### src/hdl/lssw_pkg.sv
`timescale 1ns / 1ps
package lssw_pkg;

  localparam int unsigned InW      = 24;
  localparam int unsigned SumW     = 34;
  localparam int unsigned SqSumW   = 58;
  localparam int unsigned ProdW    = 48;
  localparam int unsigned AccW     = 72;
  localparam int unsigned DvdW     = AccW + 16;
  localparam int unsigned QuoW     = 33;
  localparam int unsigned MulSteps = SumW;
  localparam int unsigned DivSteps = DvdW;
  localparam int unsigned StepW    = 7;

  localparam logic [15:0] GainReset   = 16'd62390;
  localparam logic [31:0] SlopeOne    = 32'h0001_0000;
  localparam logic [31:0] SlopeMaxPos = 32'h7FFF_FFFF;
  localparam logic [31:0] SlopeMaxNeg = 32'h8000_0000;

  // operand pairs of the four fit products
  typedef enum logic [1:0] {
    MUL_N_SZY  = 2'd0,
    MUL_SZ_SY  = 2'd1,
    MUL_N_SZZ  = 2'd2,
    MUL_SZ_SZ  = 2'd3
  } lssw_mul_e;

  typedef struct packed {
    logic      load_pt;
    logic      acc;
    logic      mul_init;
    logic      mul_step;
    logic      mul_store;
    lssw_mul_e mul_sel;
    logic      diff;
    logic      div_init;
    logic      div_step;
    logic      mag;
    logic      sq;
    logic      wf;
    logic      out_load;
  } lssw_cmd_t;

  typedef struct packed {
    logic last_pt;
    logic out_busy;
  } lssw_sts_t;

endpackage

### src/hdl/lssw_ctrl.sv
`timescale 1ns / 1ps
module lssw_ctrl (
  input  logic               clk_i,
  input  logic               rst_ni,
  input  logic               in_valid_i,
  output logic               in_stall_o,
  input  lssw_pkg::lssw_sts_t sts_i,
  output lssw_pkg::lssw_cmd_t cmd_o
);
  import lssw_pkg::*;

  typedef enum logic [11:0] {
    S_IDLE  = 12'b0000_0000_0001,
    S_ACC   = 12'b0000_0000_0010,
    S_MINI  = 12'b0000_0000_0100,
    S_MSTEP = 12'b0000_0000_1000,
    S_MSTO  = 12'b0000_0001_0000,
    S_DIFF  = 12'b0000_0010_0000,
    S_DINI  = 12'b0000_0100_0000,
    S_DSTEP = 12'b0000_1000_0000,
    S_MAG   = 12'b0001_0000_0000,
    S_SQ    = 12'b0010_0000_0000,
    S_WF    = 12'b0100_0000_0000,
    S_OUT   = 12'b1000_0000_0000
  } lssw_state_e;

  lssw_state_e state_q, state_d;
  logic [StepW-1:0] step_q, step_d;
  lssw_mul_e sel_q, sel_d;

  always_comb begin
    state_d = state_q;
    step_d  = step_q;
    sel_d   = sel_q;
    cmd_o   = '0;
    cmd_o.mul_sel = sel_q;
    unique case (state_q)
      S_IDLE: begin
        if (in_valid_i) begin
          cmd_o.load_pt = 1'b1;
          state_d = S_ACC;
        end
      end
      S_ACC: begin
        cmd_o.acc = 1'b1;
        sel_d = MUL_N_SZY;
        state_d = sts_i.last_pt ? S_MINI : S_IDLE;
      end
      S_MINI: begin
        cmd_o.mul_init = 1'b1;
        step_d = '0;
        state_d = S_MSTEP;
      end
      S_MSTEP: begin
        cmd_o.mul_step = 1'b1;
        step_d = step_q + 1'b1;
        if (step_q == StepW'(MulSteps - 1)) begin
          state_d = S_MSTO;
        end
      end
      S_MSTO: begin
        cmd_o.mul_store = 1'b1;
        if (sel_q == MUL_SZ_SZ) begin
          state_d = S_DIFF;
        end else begin
          sel_d = lssw_mul_e'(sel_q + 2'd1);
          state_d = S_MINI;
        end
      end
      S_DIFF: begin
        cmd_o.diff = 1'b1;
        state_d = S_DINI;
      end
      S_DINI: begin
        cmd_o.div_init = 1'b1;
        step_d = '0;
        state_d = S_DSTEP;
      end
      S_DSTEP: begin
        cmd_o.div_step = 1'b1;
        step_d = step_q + 1'b1;
        if (step_q == StepW'(DivSteps - 1)) begin
          state_d = S_MAG;
        end
      end
      S_MAG: begin
        cmd_o.mag = 1'b1;
        state_d = S_SQ;
      end
      S_SQ: begin
        cmd_o.sq = 1'b1;
        state_d = S_WF;
      end
      S_WF: begin
        cmd_o.wf = 1'b1;
        state_d = S_OUT;
      end
      S_OUT: begin
        // wait for the result register to free up
        if (!sts_i.out_busy) begin
          cmd_o.out_load = 1'b1;
          state_d = S_IDLE;
        end
      end
      default: state_d = S_IDLE;
    endcase
  end

  assign in_stall_o = (state_q != S_IDLE);

  always_ff @(posedge clk_i or negedge rst_ni) begin
    if (!rst_ni) begin
      state_q <= S_IDLE;
      step_q  <= '0;
      sel_q   <= MUL_N_SZY;
    end else begin
      state_q <= state_d;
      step_q  <= step_d;
      sel_q   <= sel_d;
    end
  end

endmodule

### config.mk
export PLATFORM = sky130hd
export DESIGN_NAME = lssw_ctrl
export DESIGN_NICKNAME = d
export VERILOG_FILES = /design/src/hdl/lssw_pkg.sv /design/src/hdl/lssw_ctrl.sv
export SDC_FILE = /design/constraint.sdc
export NUM_CORES = 1
export LEC_CHECK = 0
export BUFFER_PORTS_ARGS = -buffer_cell sky130_fd_sc_hd__buf_2
export CAP_MARGIN = 40
export CORE_ASPECT_RATIO = 0.6
export CORE_UTILIZATION = 35
export CTS_CLUSTER_DIAMETER = 200
export DETAILED_ROUTE_END_ITERATION = 10
export SLEW_MARGIN = 10
export SYNTH_ARGS = -nofsm -noshare
export SYNTH_HDL_FRONTEND = slang
export SYNTH_SLANG_ARGS = --single-unit
### constraint.sdc
create_clock -name clk_i -period 4.75 [get_ports clk_i]
set_clock_uncertainty 0.2 [all_clocks]
set_input_delay 0.95 -clock clk_i [delete_from_list [all_inputs] [get_ports clk_i]]
set_output_delay 0.95 -clock clk_i [all_outputs]
set_load 0.005 [all_outputs]
* After elaboration in Yosys (flattened, before gate mapping) *
Cells that the tools add are included.

cells by class
  add/subtract/negate cells = 2
  multipliers = 0
  div/mod/pow operators = 0
  order comparisons = 0
  equality and inequality tests = 21
  shift operators = 0
  mux-type cells = 24
  bitwise operators = 0
  reduce and logical (&&, ||, !) cells = 6

operators by type and width
  operator              number
  $pmux 12 s12          1
  $mux 12               4
  $mux 1                14
  $pmux 7 s2            1
  $eq 12x1->1 const B   1
  $eq 12x10->1 const B  1
  $eq 12x11->1 const B  1
  $eq 12x12->1 const B  1
  $eq 12x2->1 const B   1
  $eq 12x3->1 const B   1
  $eq 12x4->1 const B   1
  $eq 12x5->1 const B   1
  $eq 12x6->1 const B   1
  $eq 12x7->1 const B   1
  $eq 12x8->1 const B   1
  $eq 12x9->1 const B   1
  $ne 12x1->1 const B   1
  $ne 2x2->1 const B    5
  $add 7x1->7 const B   1
  $eq 7x6->1 const B    1
  $eq 7x7->1 const B    1
  $mux 6                1
  $pmux 2 s2            1
  $reduce_and 4->1      1
  7 further kinds       9

storage, ports and cells
  bits in registers = 21
  latch bits = 0
  RAM bits = 0
  bits in read-only memories = 0
  bits of input ports = 5
  output and inout port bits = 15
  logic and storage cells = 56
  memories kept = 0

* Logic depth before layout (Yosys ltp) *
Gate-level depths: netlist of the first run.

  depth in word-level cells = 3
  depth in mapped cells = 7
  mapped depth without buffers = 7

* Worst setup path after synthesis of the first run *
No wires, ideal clock.

  kind = register -> output
  start = reg state_q[8]
  end = out cmd_o[9] (netlist name)
  arrival time = 1,576 ps
  required time = 3,600 ps
  setup slack = 2,024 ps
  cell stages (with the launch flop) = 6
  path buffers = 1
  path through = dfrtp_1 > buf_2 > nor4_4 > nand2_2 > or4_4 > inv_1

RTL lines
  element                 RTL line          text
  from (decl)             lssw_ctrl.sv:27   lssw_state_e state_q, state_d;
  from (signal assigned)  lssw_ctrl.sv:117  state_q <= state_d;
  to (decl)               lssw_ctrl.sv:8    output lssw_pkg::lssw_cmd_t cmd_o

==> results.py, run 1 <==
metrics = {
    "global_route": {
        "antenna_found_initial": 0,
        "grt_pass1_wl_um": 4284,
        "grtUsageTotal_pct": 15.81,
        "grt_pass1_vias": 849,
        "grt.overflow.total": 0,
        "grt_max_degree": 22,
    },
    "detailed_routing": {
        "viasPerCell": 5.265,
        "vias": 1032,
        "drc": 0,
        "wl_per_cell_um": 13.77,
        "detail_route.iter0.violations": 77,
        "dr.pass1.iters": 4,
        "ant_nets": 0,
        "wl_um": 2698,
    },
    "sta": {
        "final_max_slew_viol_count": 0,
        "max_slew_margin_pct": 47.76,
        "fmax_ghz": 0.3023,
        "fin_setup_tns_ns": 0,
        "hold_viol_final": 0,
        "layout_min_cycle_time_ns": 3.308,
        "holdWs_ns": 0.3108,
        "rsz0062_at_grt": "false",
        "fin_crit_sh_pct": 69.64,
        "setup_viol": 0,
        "worstMarginPinSlew_ns": 0.7771,
    },
    "final_layout": {
        "stdcell_area_mm2": 0.001418,
        "nFillCells": 331,
        "drive_above_1_share_pct": 22.52,
        "layout_common_cells": "20 x dfrtp_1, 19 x buf_2, 13 x nor2_1",
        "syn2layout_area_growth_pct": 15.73,
        "utilization_pct": 42.92,
        "antenna_cells": 0,
        "layout_commonest_cell": "dfrtp_1",
        "nNetsFinal": 160,
    },
    "logic_synthesis": {
        "synthTopCellsByArea": "dfrtp_1 41%, nor2_1 4.0%, ha_1 3.1%, nand2b_1 3.1%, nand3_1 2.9%",
        "ys_types": 42,
        "ys_seq_area_share_pct": 43.00,
        "yosysTopAreaCell": "dfrtp_1",
        "syn_area_per_cell_um2": 9.496,
        "yosysWarnings": 0,
        "syn_nets": 137,
        "synth_area_mm2": 0.001225,
        "yosys_register_bits": 21,
        "synth.top_cell.area_share_pct": 40.86,
        "synthCells": 129,
    },
    "run_status": {
        "status": "finished, final reports clean",
    },
    "critical_path": {
        "path_depth": 5,
        "path_cells": "nor4_1 -> and2_1 -> nand2_1 -> nor3b_1 -> buf_2",
        "cpLargestDelayFamily": "simple AND/OR/NAND/NOR gates",
        "worst-path-buf-inv": 1,
        "cp_data_arrival_time_ns": 2.16,
        "slowest_stage": "nor4_1",
        "endpoint_kind": "output port",
        "start_kind": "register",
        "cp.required_ns": 3.60,
        "cp_max_fo": 6,
        "r2r_cells": 6,
        "critPathKind": "register to output port",
        "max_stage_delay_ns": 0.59,
    },
    "clock_tree": {
        "htreeDepth": 1,
        "cts_setup_buffers": 0,
        "cts_made_buffers": 3,
        "cts_buffer_depth": 2,
        "clock_latency_ns": 0.27,
        "clkSinkCount": 21,
        "path_clk_slew_ns": 0.08,
        "cts_resized": 0,
        "root_buffer": "clkbuf_8",
        "cts_hold_buf": 0,
        "cts_tree": "built",
    },
    "placement": {
        "dpl_cell_area_mm2": 0.001371,
        "dp_hpwl_um": 2030,
        "gp_congestion": 0.7963,
        "io_buffers": 19,
    },
    "power_and_ir_drop": {
        "power_uw": 494.9,
        "peakVddDrop_mv": 0.2163,
        "power_density_mw_per_mm2": 349.1,
        "p_leak_uw": 0.0007061,
    },
    "run": {
        "cap_violations": 0,
    },
    "floorplan": {
        "die-area_mm2": 0.003748,
        "die_height_um": 47.83,
        "row_count": 16,
        "start_util_pct": 37.08,
        "placeableCoreArea_mm2": 0.003303,
        "pin_count": 20,
        "die_w_um": 78.38,
    },
    "hold_path": {
        "worstHoldPathType": "register to register",
        "hold_depth": 1,
    },
}
==> worst register-to-register path: cells and delay by family (launching register included) <==
kind | cells | cell delay [ns]
simple gates | 3 | 1.14
flops | 1 | 0.59
compound gates | 2 | 0.46
buf+inv | 1 | 0.09
==> cells in the mapped netlist <==
cell	n
nand2b_1	6
dfrtp_1	20
ha_1	3
inv_1	4
nand4_1	2
mux2i_1	1
o31ai_1	2
a21o_1	2
mux2_2	2
o21bai_1	1
or4_4	1
o21ai_0	5
xor2_1	2
nor2_1	13
nor4_4	1
and3_1	2
a21boi_0	2
nor2b_1	1
inv_2	2
nand2_2	1
dfstp_2	1
or3_1	1
buf_2	1
and2_1	2
o211ai_1	3
a22o_1	1
o41a_1	1
nor4_2	2
and4b_1	1
o21ai_1	4
a21oi_1	4
o22a_1	1
nor3_1	1
nand4bb_1	1
nand3_1	7
or4b_2	1
nor3b_1	4
o22ai_1	2
nor4_1	4
nor4b_1	4
or2_1	1
nand2_1	9
==> power by group <==
| part | internal, µW | leakage (µW) | switching [µW] |
|---|---|---|---|
| clock network | 58.6 | 0.0000255 | 61.7 |
| registers | 200 | 0.000288 | 23.8 |
| logic | 67.1 | 0.000393 | 84.2 |
==> final cells by class <==
type | count | area (µm²) | area share (%)
multi-input combinational | 101 | 670.6 | 47.31
clock inverter | 1 | 5.005 | 0.3530
timing repair buffer | 19 | 95.09 | 6.708
inverter | 6 | 22.52 | 1.589
sequential | 21 | 526.8 | 37.16
clock buffer | 3 | 41.29 | 2.913
tap | 45 | 56.30 | 3.972
==> path summary, 6_finish.rpt <==
path | to | startpoint | slack, ns
setup reg to reg | state_q[0] | state_q[0] | 2.20
min in group asynchronous | step_q[5] | rst_ni | 0.43
max in group asynchronous | state_q[0] | rst_ni | 3.57
hold reg to reg | step_q[6] | step_q[6] | 0.31
setup / recovery | cmd_o[3] | state_q[5] | 1.44
hold / removal | step_q[6] | step_q[6] | 0.31
==> through the flow <==
stage	std cells	setup WS, ns
global placement	192	1.873
finish	196	1.442
detailed placement	192	1.771
floorplan	129	2.024
CTS	196	1.473
global route	196	1.298
==> layer usage <==
layer	up-vias	track usage (%)	share of wire [%]	wire, µm
met4	0	3.333	0.37	10
li1	527	-	-	-
met2	25	20.53	39	1042
met3	2	4.571	3.9	104
met1	478	24.97	57	1540
met5	-	0	0	0
==> kinds of logic after synthesis <==
group / share of synthesized area [%]
and+or+nand+nor: 32.79
adders and majority gates: 3.065
xor gates and xnor gates: 1.430
muxes: 2.656
DFF: 43.00
AOI/OAI and AO/OA: 14.81
buffers and inverters: 2.247
==> state kept, by name, summed over array words and instances, names as in the netlist <==
name	count
state_q	12
sel_q	2
step_q	7
No activity file was read; power rests on OpenSTA's default activity.
==> inputs of run 2 (changes only) <==
==> constraint.sdc (replaced) <==
create_clock -name clk_i -period 3 [get_ports clk_i]
set_clock_uncertainty 0.2 [all_clocks]
set_input_delay 0.6 -clock clk_i [delete_from_list [all_inputs] [get_ports clk_i]]
set_output_delay 0.6 -clock clk_i [all_outputs]
set_load 0.005 [all_outputs]
==> results.py, run 2 (synthesis results as in run 1) <==
metrics = {
    "sta": {
        "fin_setup_tns_ns": 0,
        "final_max_slew_viol_count": 0,
        "hold_viol_final": 0,
        "max_slew_margin_pct": 67.79,
        "layout_min_cycle_time_ns": 2.876,
        "worstMarginPinSlew_ns": 0.4832,
        "rsz0062_at_grt": "false",
        "fmax_ghz": 0.3477,
        "setup_viol": 0,
        "fin_crit_sh_pct": 95.87,
    },
    "final_layout": {
        "multi_input_area_um2": 676.9,
        "utilization_pct": 43.79,
        "nNetsFinal": 163,
        "largest_reg_flops": 12,
        "regMostFlops": "state_q",
        "seq_area_um2": 526.8,
        "layout_common_cells": "20 x dfrtp_1, 19 x buf_2, 13 x nor2_1",
        "nFillCells": 331,
        "stdcell_area_mm2": 0.001446,
        "top_regs": "state_q x12, step_q x7, sel_q x2",
        "drive_above_1_share_pct": 24.68,
        "layout_commonest_cell": "dfrtp_1",
        "syn2layout_area_growth_pct": 18.08,
        "antenna_cells": 0,
    },
    "power_and_ir_drop": {
        "p_leak_uw": 0.0007202,
        "p_int_uw": 517.6,
        "power_uw": 787.9,
        "share_comb_of_total_power_pct": 30.9,
        "pwr-share-seq_pct": 45.0,
        "peakVddDrop_mv": 0.3645,
        "p_switching_uw": 270.3,
        "switching_share_pct": 34.31,
        "clkPwrFrac_pct": 24.1,
        "power_density_mw_per_mm2": 544.8,
    },
    "placement": {
        "io_buffers": 19,
        "gp_congestion": 0.7990,
        "dp_hpwl_um": 2223,
        "dpl_cell_area_mm2": 0.001394,
    },
    "critical_path": {
        "max_stage_delay_ns": 0.55,
        "path_cells": "nor4_2 -> nand2_2 -> or4_4 -> inv_1 -> buf_2",
        "cp_data_arrival_time_ns": 2.08,
        "slowest_stage": "or4_4",
        "cpLargestDelayFamily": "simple AND/OR/NAND/NOR gates",
        "cp.required_ns": 2.20,
        "r2r-start": "state_q[1]",
        "startpoint": "state_q[1]",
        "endpoint_kind": "output port",
        "start_kind": "register",
        "worst-path-buf-inv": 2,
        "cp_max_fo": 6,
        "critPathKind": "register to output port",
    },
    "clock_tree": {
        "path_clk_slew_ns": 0.08,
        "cts_setup_buffers": 0,
        "clock_latency_ns": 0.26,
        "cts_tree": "built",
        "clkSinkCount": 21,
        "cts_buffer_depth": 2,
        "root_buffer": "clkbuf_8",
        "cts_made_buffers": 3,
        "htreeDepth": 1,
    },
    "floorplan": {
        "start_util_pct": 37.08,
        "die-area_mm2": 0.003748,
        "die_w_um": 78.38,
        "placeableCoreArea_mm2": 0.003303,
        "pin_count": 20,
        "row_count": 16,
        "die_height_um": 47.83,
    },
    "global_route": {
        "grt_pass1_vias": 856,
        "grtUsageTotal_pct": 15.97,
        "grt.overflow.total": 0,
        "grt_pass1_wl_um": 4326,
        "antenna_found_initial": 0,
        "grt_max_degree": 22,
    },
    "detailed_routing": {
        "dr.pass1.iters": 4,
        "wl_um": 2901,
        "detail_route.iter0.violations": 69,
        "vias": 1090,
        "wl_per_cell_um": 14.58,
        "viasPerCell": 5.477,
        "ant_nets": 0,
        "drc": 0,
    },
    "run": {
        "cap_violations": 0,
    },
    "run_status": {
        "status": "finished, final reports clean",
    },
    "hold_path": {
        "worstHoldPathType": "primary input to async pin",
    },
}
-- run 2: cell count changes in the layout (fill, tap and decap cells not counted) --
cell    delta
buf_4      +3
nor4_1     -1
nor4_2     +1
-- run 2: worst paths after layout --
kind	to	slack [ns]	cells after the start
setup / recovery	cmd_o[9]	0.12	5
hold / removal	step_q[5]	0.08	1
setup reg to reg	sel_q[0]	0.63	5
hold reg to reg	step_q[6]	0.31	1
max in group asynchronous	state_q[0]	2.16	1
min in group clk_i	step_q[6]	0.31	1
-- run 2: through the flow --
| step | worst slack [ns] | cells | hold WS [ns] |
|---|---|---|---|
| 6_report | 0.1240 | 199 | 0.08338 |
| 5_1_grt | 0.01253 | 199 | 0.1120 |
| 4_1_cts | 0.05203 | 199 | 0.1068 |
| 3_5_place_dp | 0.3449 | 195 | 0.2972 |
| 3_3_place_gp | 0.4754 | 195 | 0.2866 |
| 2_1_floorplan | 0.6243 | 129 | 0.1044 |
-- run 2: layout make-up --
class,instances,area share (%)
Multi-Input combinational cell,101,46.80
Sequential cell,21,36.42
Timing Repair Buffer,22,8.131
Tap cell,45,3.893
Clock buffer,3,2.855
Inverter,6,1.557
Clock inverter,1,0.3460
-- run 2: power groups by stage --
stage               sequential [µW]  combinational, µW  clock [µW]
floorplan                       351                169           0
global placement                356                238           0
detailed placement              360                241           0
CTS                             354                243         193
global route                    360                269         207
finish                          355                243         190
-- run 2: per-layer routing --
metal	wire, µm	track usage, %	up-vias
met5	0	0	-
met4	0	2.222	0
met3	117	4.762	0
met2	1265	23.86	24
met1	1518	23.40	534
li1	-	-	532
-- run 2: timing repair --
action	4_1_cts	5_1_grt
setup endpoints to repair	0	3
hold buffers	0	0
gates resized for setup	0	1
==> inputs of run 3 (changes only) <==
--- a/config.mk
+++ b/config.mk
@@ -5,12 +5,13 @@
 export SDC_FILE = /design/constraint.sdc
 export NUM_CORES = 1
 export LEC_CHECK = 0
-export BUFFER_PORTS_ARGS = -buffer_cell sky130_fd_sc_hd__buf_2
+export BUFFER_PORTS_ARGS = -buffer_cell sky130_fd_sc_hd__buf_4
 export CAP_MARGIN = 40
 export CORE_ASPECT_RATIO = 0.6
-export CORE_UTILIZATION = 35
+export CORE_UTILIZATION = 49
 export CTS_CLUSTER_DIAMETER = 200
 export DETAILED_ROUTE_END_ITERATION = 10
+export PLACE_DENSITY = 0.74
 export SLEW_MARGIN = 10
 export SYNTH_ARGS = -nofsm -noshare
 export SYNTH_HDL_FRONTEND = slang
==> results.py, run 3 (synthesis results as in run 1) <==
metrics = {
    "critical_path": {
        "cp_max_fo": 8,
        "start_kind": "register",
        "startpoint": "state_q[9]",
        "cp_data_arrival_time_ns": 2.11,
        "critPathKind": "register to output port",
        "endpoint_kind": "output port",
        "reg2reg_to": "sel_q[0]",
        "ff2ff_setup_slack_ns": 0.58,
        "cp.required_ns": 2.20,
        "r2r-start": "state_q[9]",
        "r2r_cells": 5,
    },
    "power_and_ir_drop": {
        "share_comb_of_total_power_pct": 32.2,
        "pwr-share-seq_pct": 44.9,
        "power_density_mw_per_mm2": 539.2,
        "peakVddDrop_mv": 0.3546,
        "clkPwrFrac_pct": 22.9,
        "p_int_uw": 529.3,
        "switching_share_pct": 33.45,
        "p_switching_uw": 266.0,
        "p_leak_uw": 0.0007233,
    },
    "sta": {
        "max_slew_margin_pct": 69.35,
        "fin_setup_tns_ns": 0,
        "holdWs_ns": 0.008870,
        "layout_min_cycle_time_ns": 2.914,
        "worstMarginPinSlew_ns": 0.4555,
        "setup_viol": 0,
        "hold_viol_final": 0,
        "fmax_ghz": 0.3431,
        "fin_crit_sh_pct": 97.15,
        "rsz0062_at_grt": "false",
        "final_max_slew_viol_count": 0,
    },
    "floorplan": {
        "placeableCoreArea_mm2": 0.002261,
        "pin_count": 20,
        "die_w_um": 66.55,
        "row_count": 13,
        "die-area_mm2": 0.002710,
        "start_util_pct": 54.18,
        "die_height_um": 40.73,
    },
    "final_layout": {
        "antenna_cells": 0,
        "regMostFlops": "state_q",
        "layout_common_cells": "22 x buf_4, 20 x dfrtp_1, 13 x nor2_1",
        "layout_commonest_cell": "buf_4",
        "top_regs": "state_q x12, step_q x7, sel_q x2",
        "nNetsFinal": 163,
        "drive_above_1_share_pct": 24.68,
        "largest_reg_flops": 12,
        "nFillCells": 189,
        "syn2layout_area_growth_pct": 20.43,
        "stdcell_count": 184,
    },
    "clock_tree": {
        "cts_tree": "built",
        "htreeDepth": 1,
        "clkSinkCount": 21,
        "path_clk_slew_ns": 0.07,
        "root_buffer": "clkbuf_8",
        "cts_made_buffers": 3,
        "clock_latency_ns": 0.26,
        "cts_hold_buf": 0,
        "cts_buffer_depth": 2,
    },
    "global_route": {
        "grtUsageTotal_pct": 23.36,
        "antenna_found_initial": 0,
        "busiest_layer": "met2",
        "met2_usage_pct": 35.61,
        "grt.overflow.total": 0,
        "grt_max_degree": 22,
        "grt_pass1_vias": 909,
        "grt_pass1_wl_um": 4416,
        "grt_use_met1_pct": 34.12,
        "globalRouteMet3Util_pct": 6.667,
    },
    "detailed_routing": {
        "wl_um": 2806,
        "ant_nets": 0,
        "wl_per_cell_um": 15.25,
        "dr.pass1.iters": 4,
        "detail_route.iter0.violations": 61,
        "viasPerCell": 5.913,
        "vias": 1088,
        "drc": 0,
    },
    "run_status": {
        "status": "finished, final reports clean",
    },
    "hold_path": {
        "worstHoldPathType": "primary input to async pin",
    },
    "placement": {
        "gp_congestion": 0.8723,
        "io_buffers": 19,
        "place_inst": 180,
        "dp_hpwl_um": 2153,
    },
    "run": {
        "cap_violations": 0,
    },
}
run 3: changes by cell type in the layout (fill, tap and decap cells not counted):
cell and delta:
buf_2 -19, buf_4 +19
run 3: worst max path at each step:
stage	endpoint	slack, ns
after floorplan	cmd_o[9]	0.62
final	cmd_o[9]	0.09
after global routing	cmd_o[9]	0.007
after CTS	cmd_o[3]	0.06
after global placement	cmd_o[9]	0.48
after detailed placement	cmd_o[9]	0.41
run 3: through the flow:
| step | utilization [%] | setup WS (ns) | instance area, µm² | total power [µW] |
|---|---|---|---|---|
| after global routing | 65.25 | 0.006992 | 1475 | 848.9 |
| after floorplan | - | 0.6243 | 1225 | 520.2 |
| after detailed placement | 62.92 | 0.4138 | 1423 | 615.5 |
| final | 65.25 | 0.08562 | 1475 | 795.3 |
| after global placement | 62.92 | 0.4808 | 1423 | 606.6 |
| after CTS | 64.97 | 0.06186 | 1469 | 798.8 |
run 3: area by class of cell:
class                   instances  area, µm²  share of cell area [%]
inverters                       6      22.52                   1.527
well taps                      30      37.54                   2.545
repair buffers                 22      165.2                   11.20
clock inverters                 1      5.005                  0.3393
flip-flops and latches         21      526.8                   35.71
multi-input cells             101      676.9                   45.89
clock buffers                   3      41.29                   2.799
run 3: worst max-delay path: stages, from the launching register on:
cell,delay (ns)
dfrtp_1,0.47
nor4_4,0.48
nand2_2,0.17
or4_4,0.56
inv_1,0.08
buf_4,0.10
run 3: power groups by stage:
| stage | registers [µW] | logic [µW] | clock network (µW) |
|---|---|---|---|
| final | 357 | 256 | 182 |
| after detailed placement | 361 | 254 | 0 |
| after global placement | 358 | 248 | 0 |
| after CTS | 356 | 256 | 187 |
| after floorplan | 351 | 169 | 0 |
| after global routing | 361 | 284 | 204 |
run 3: metal layers:
metal | vias to the layer above | part of all wire, %
met5 | - | 0
met4 | 0 | 0.29
met3 | 2 | 9.5
met2 | 48 | 41
met1 | 506 | 49
li1 | 532 | -
run 3: repair_timing:
item | CTS | global route
gates resized for setup | 0 | 1
endpoints found under the setup margin | 0 | 4
setup buffers | 0 | 0
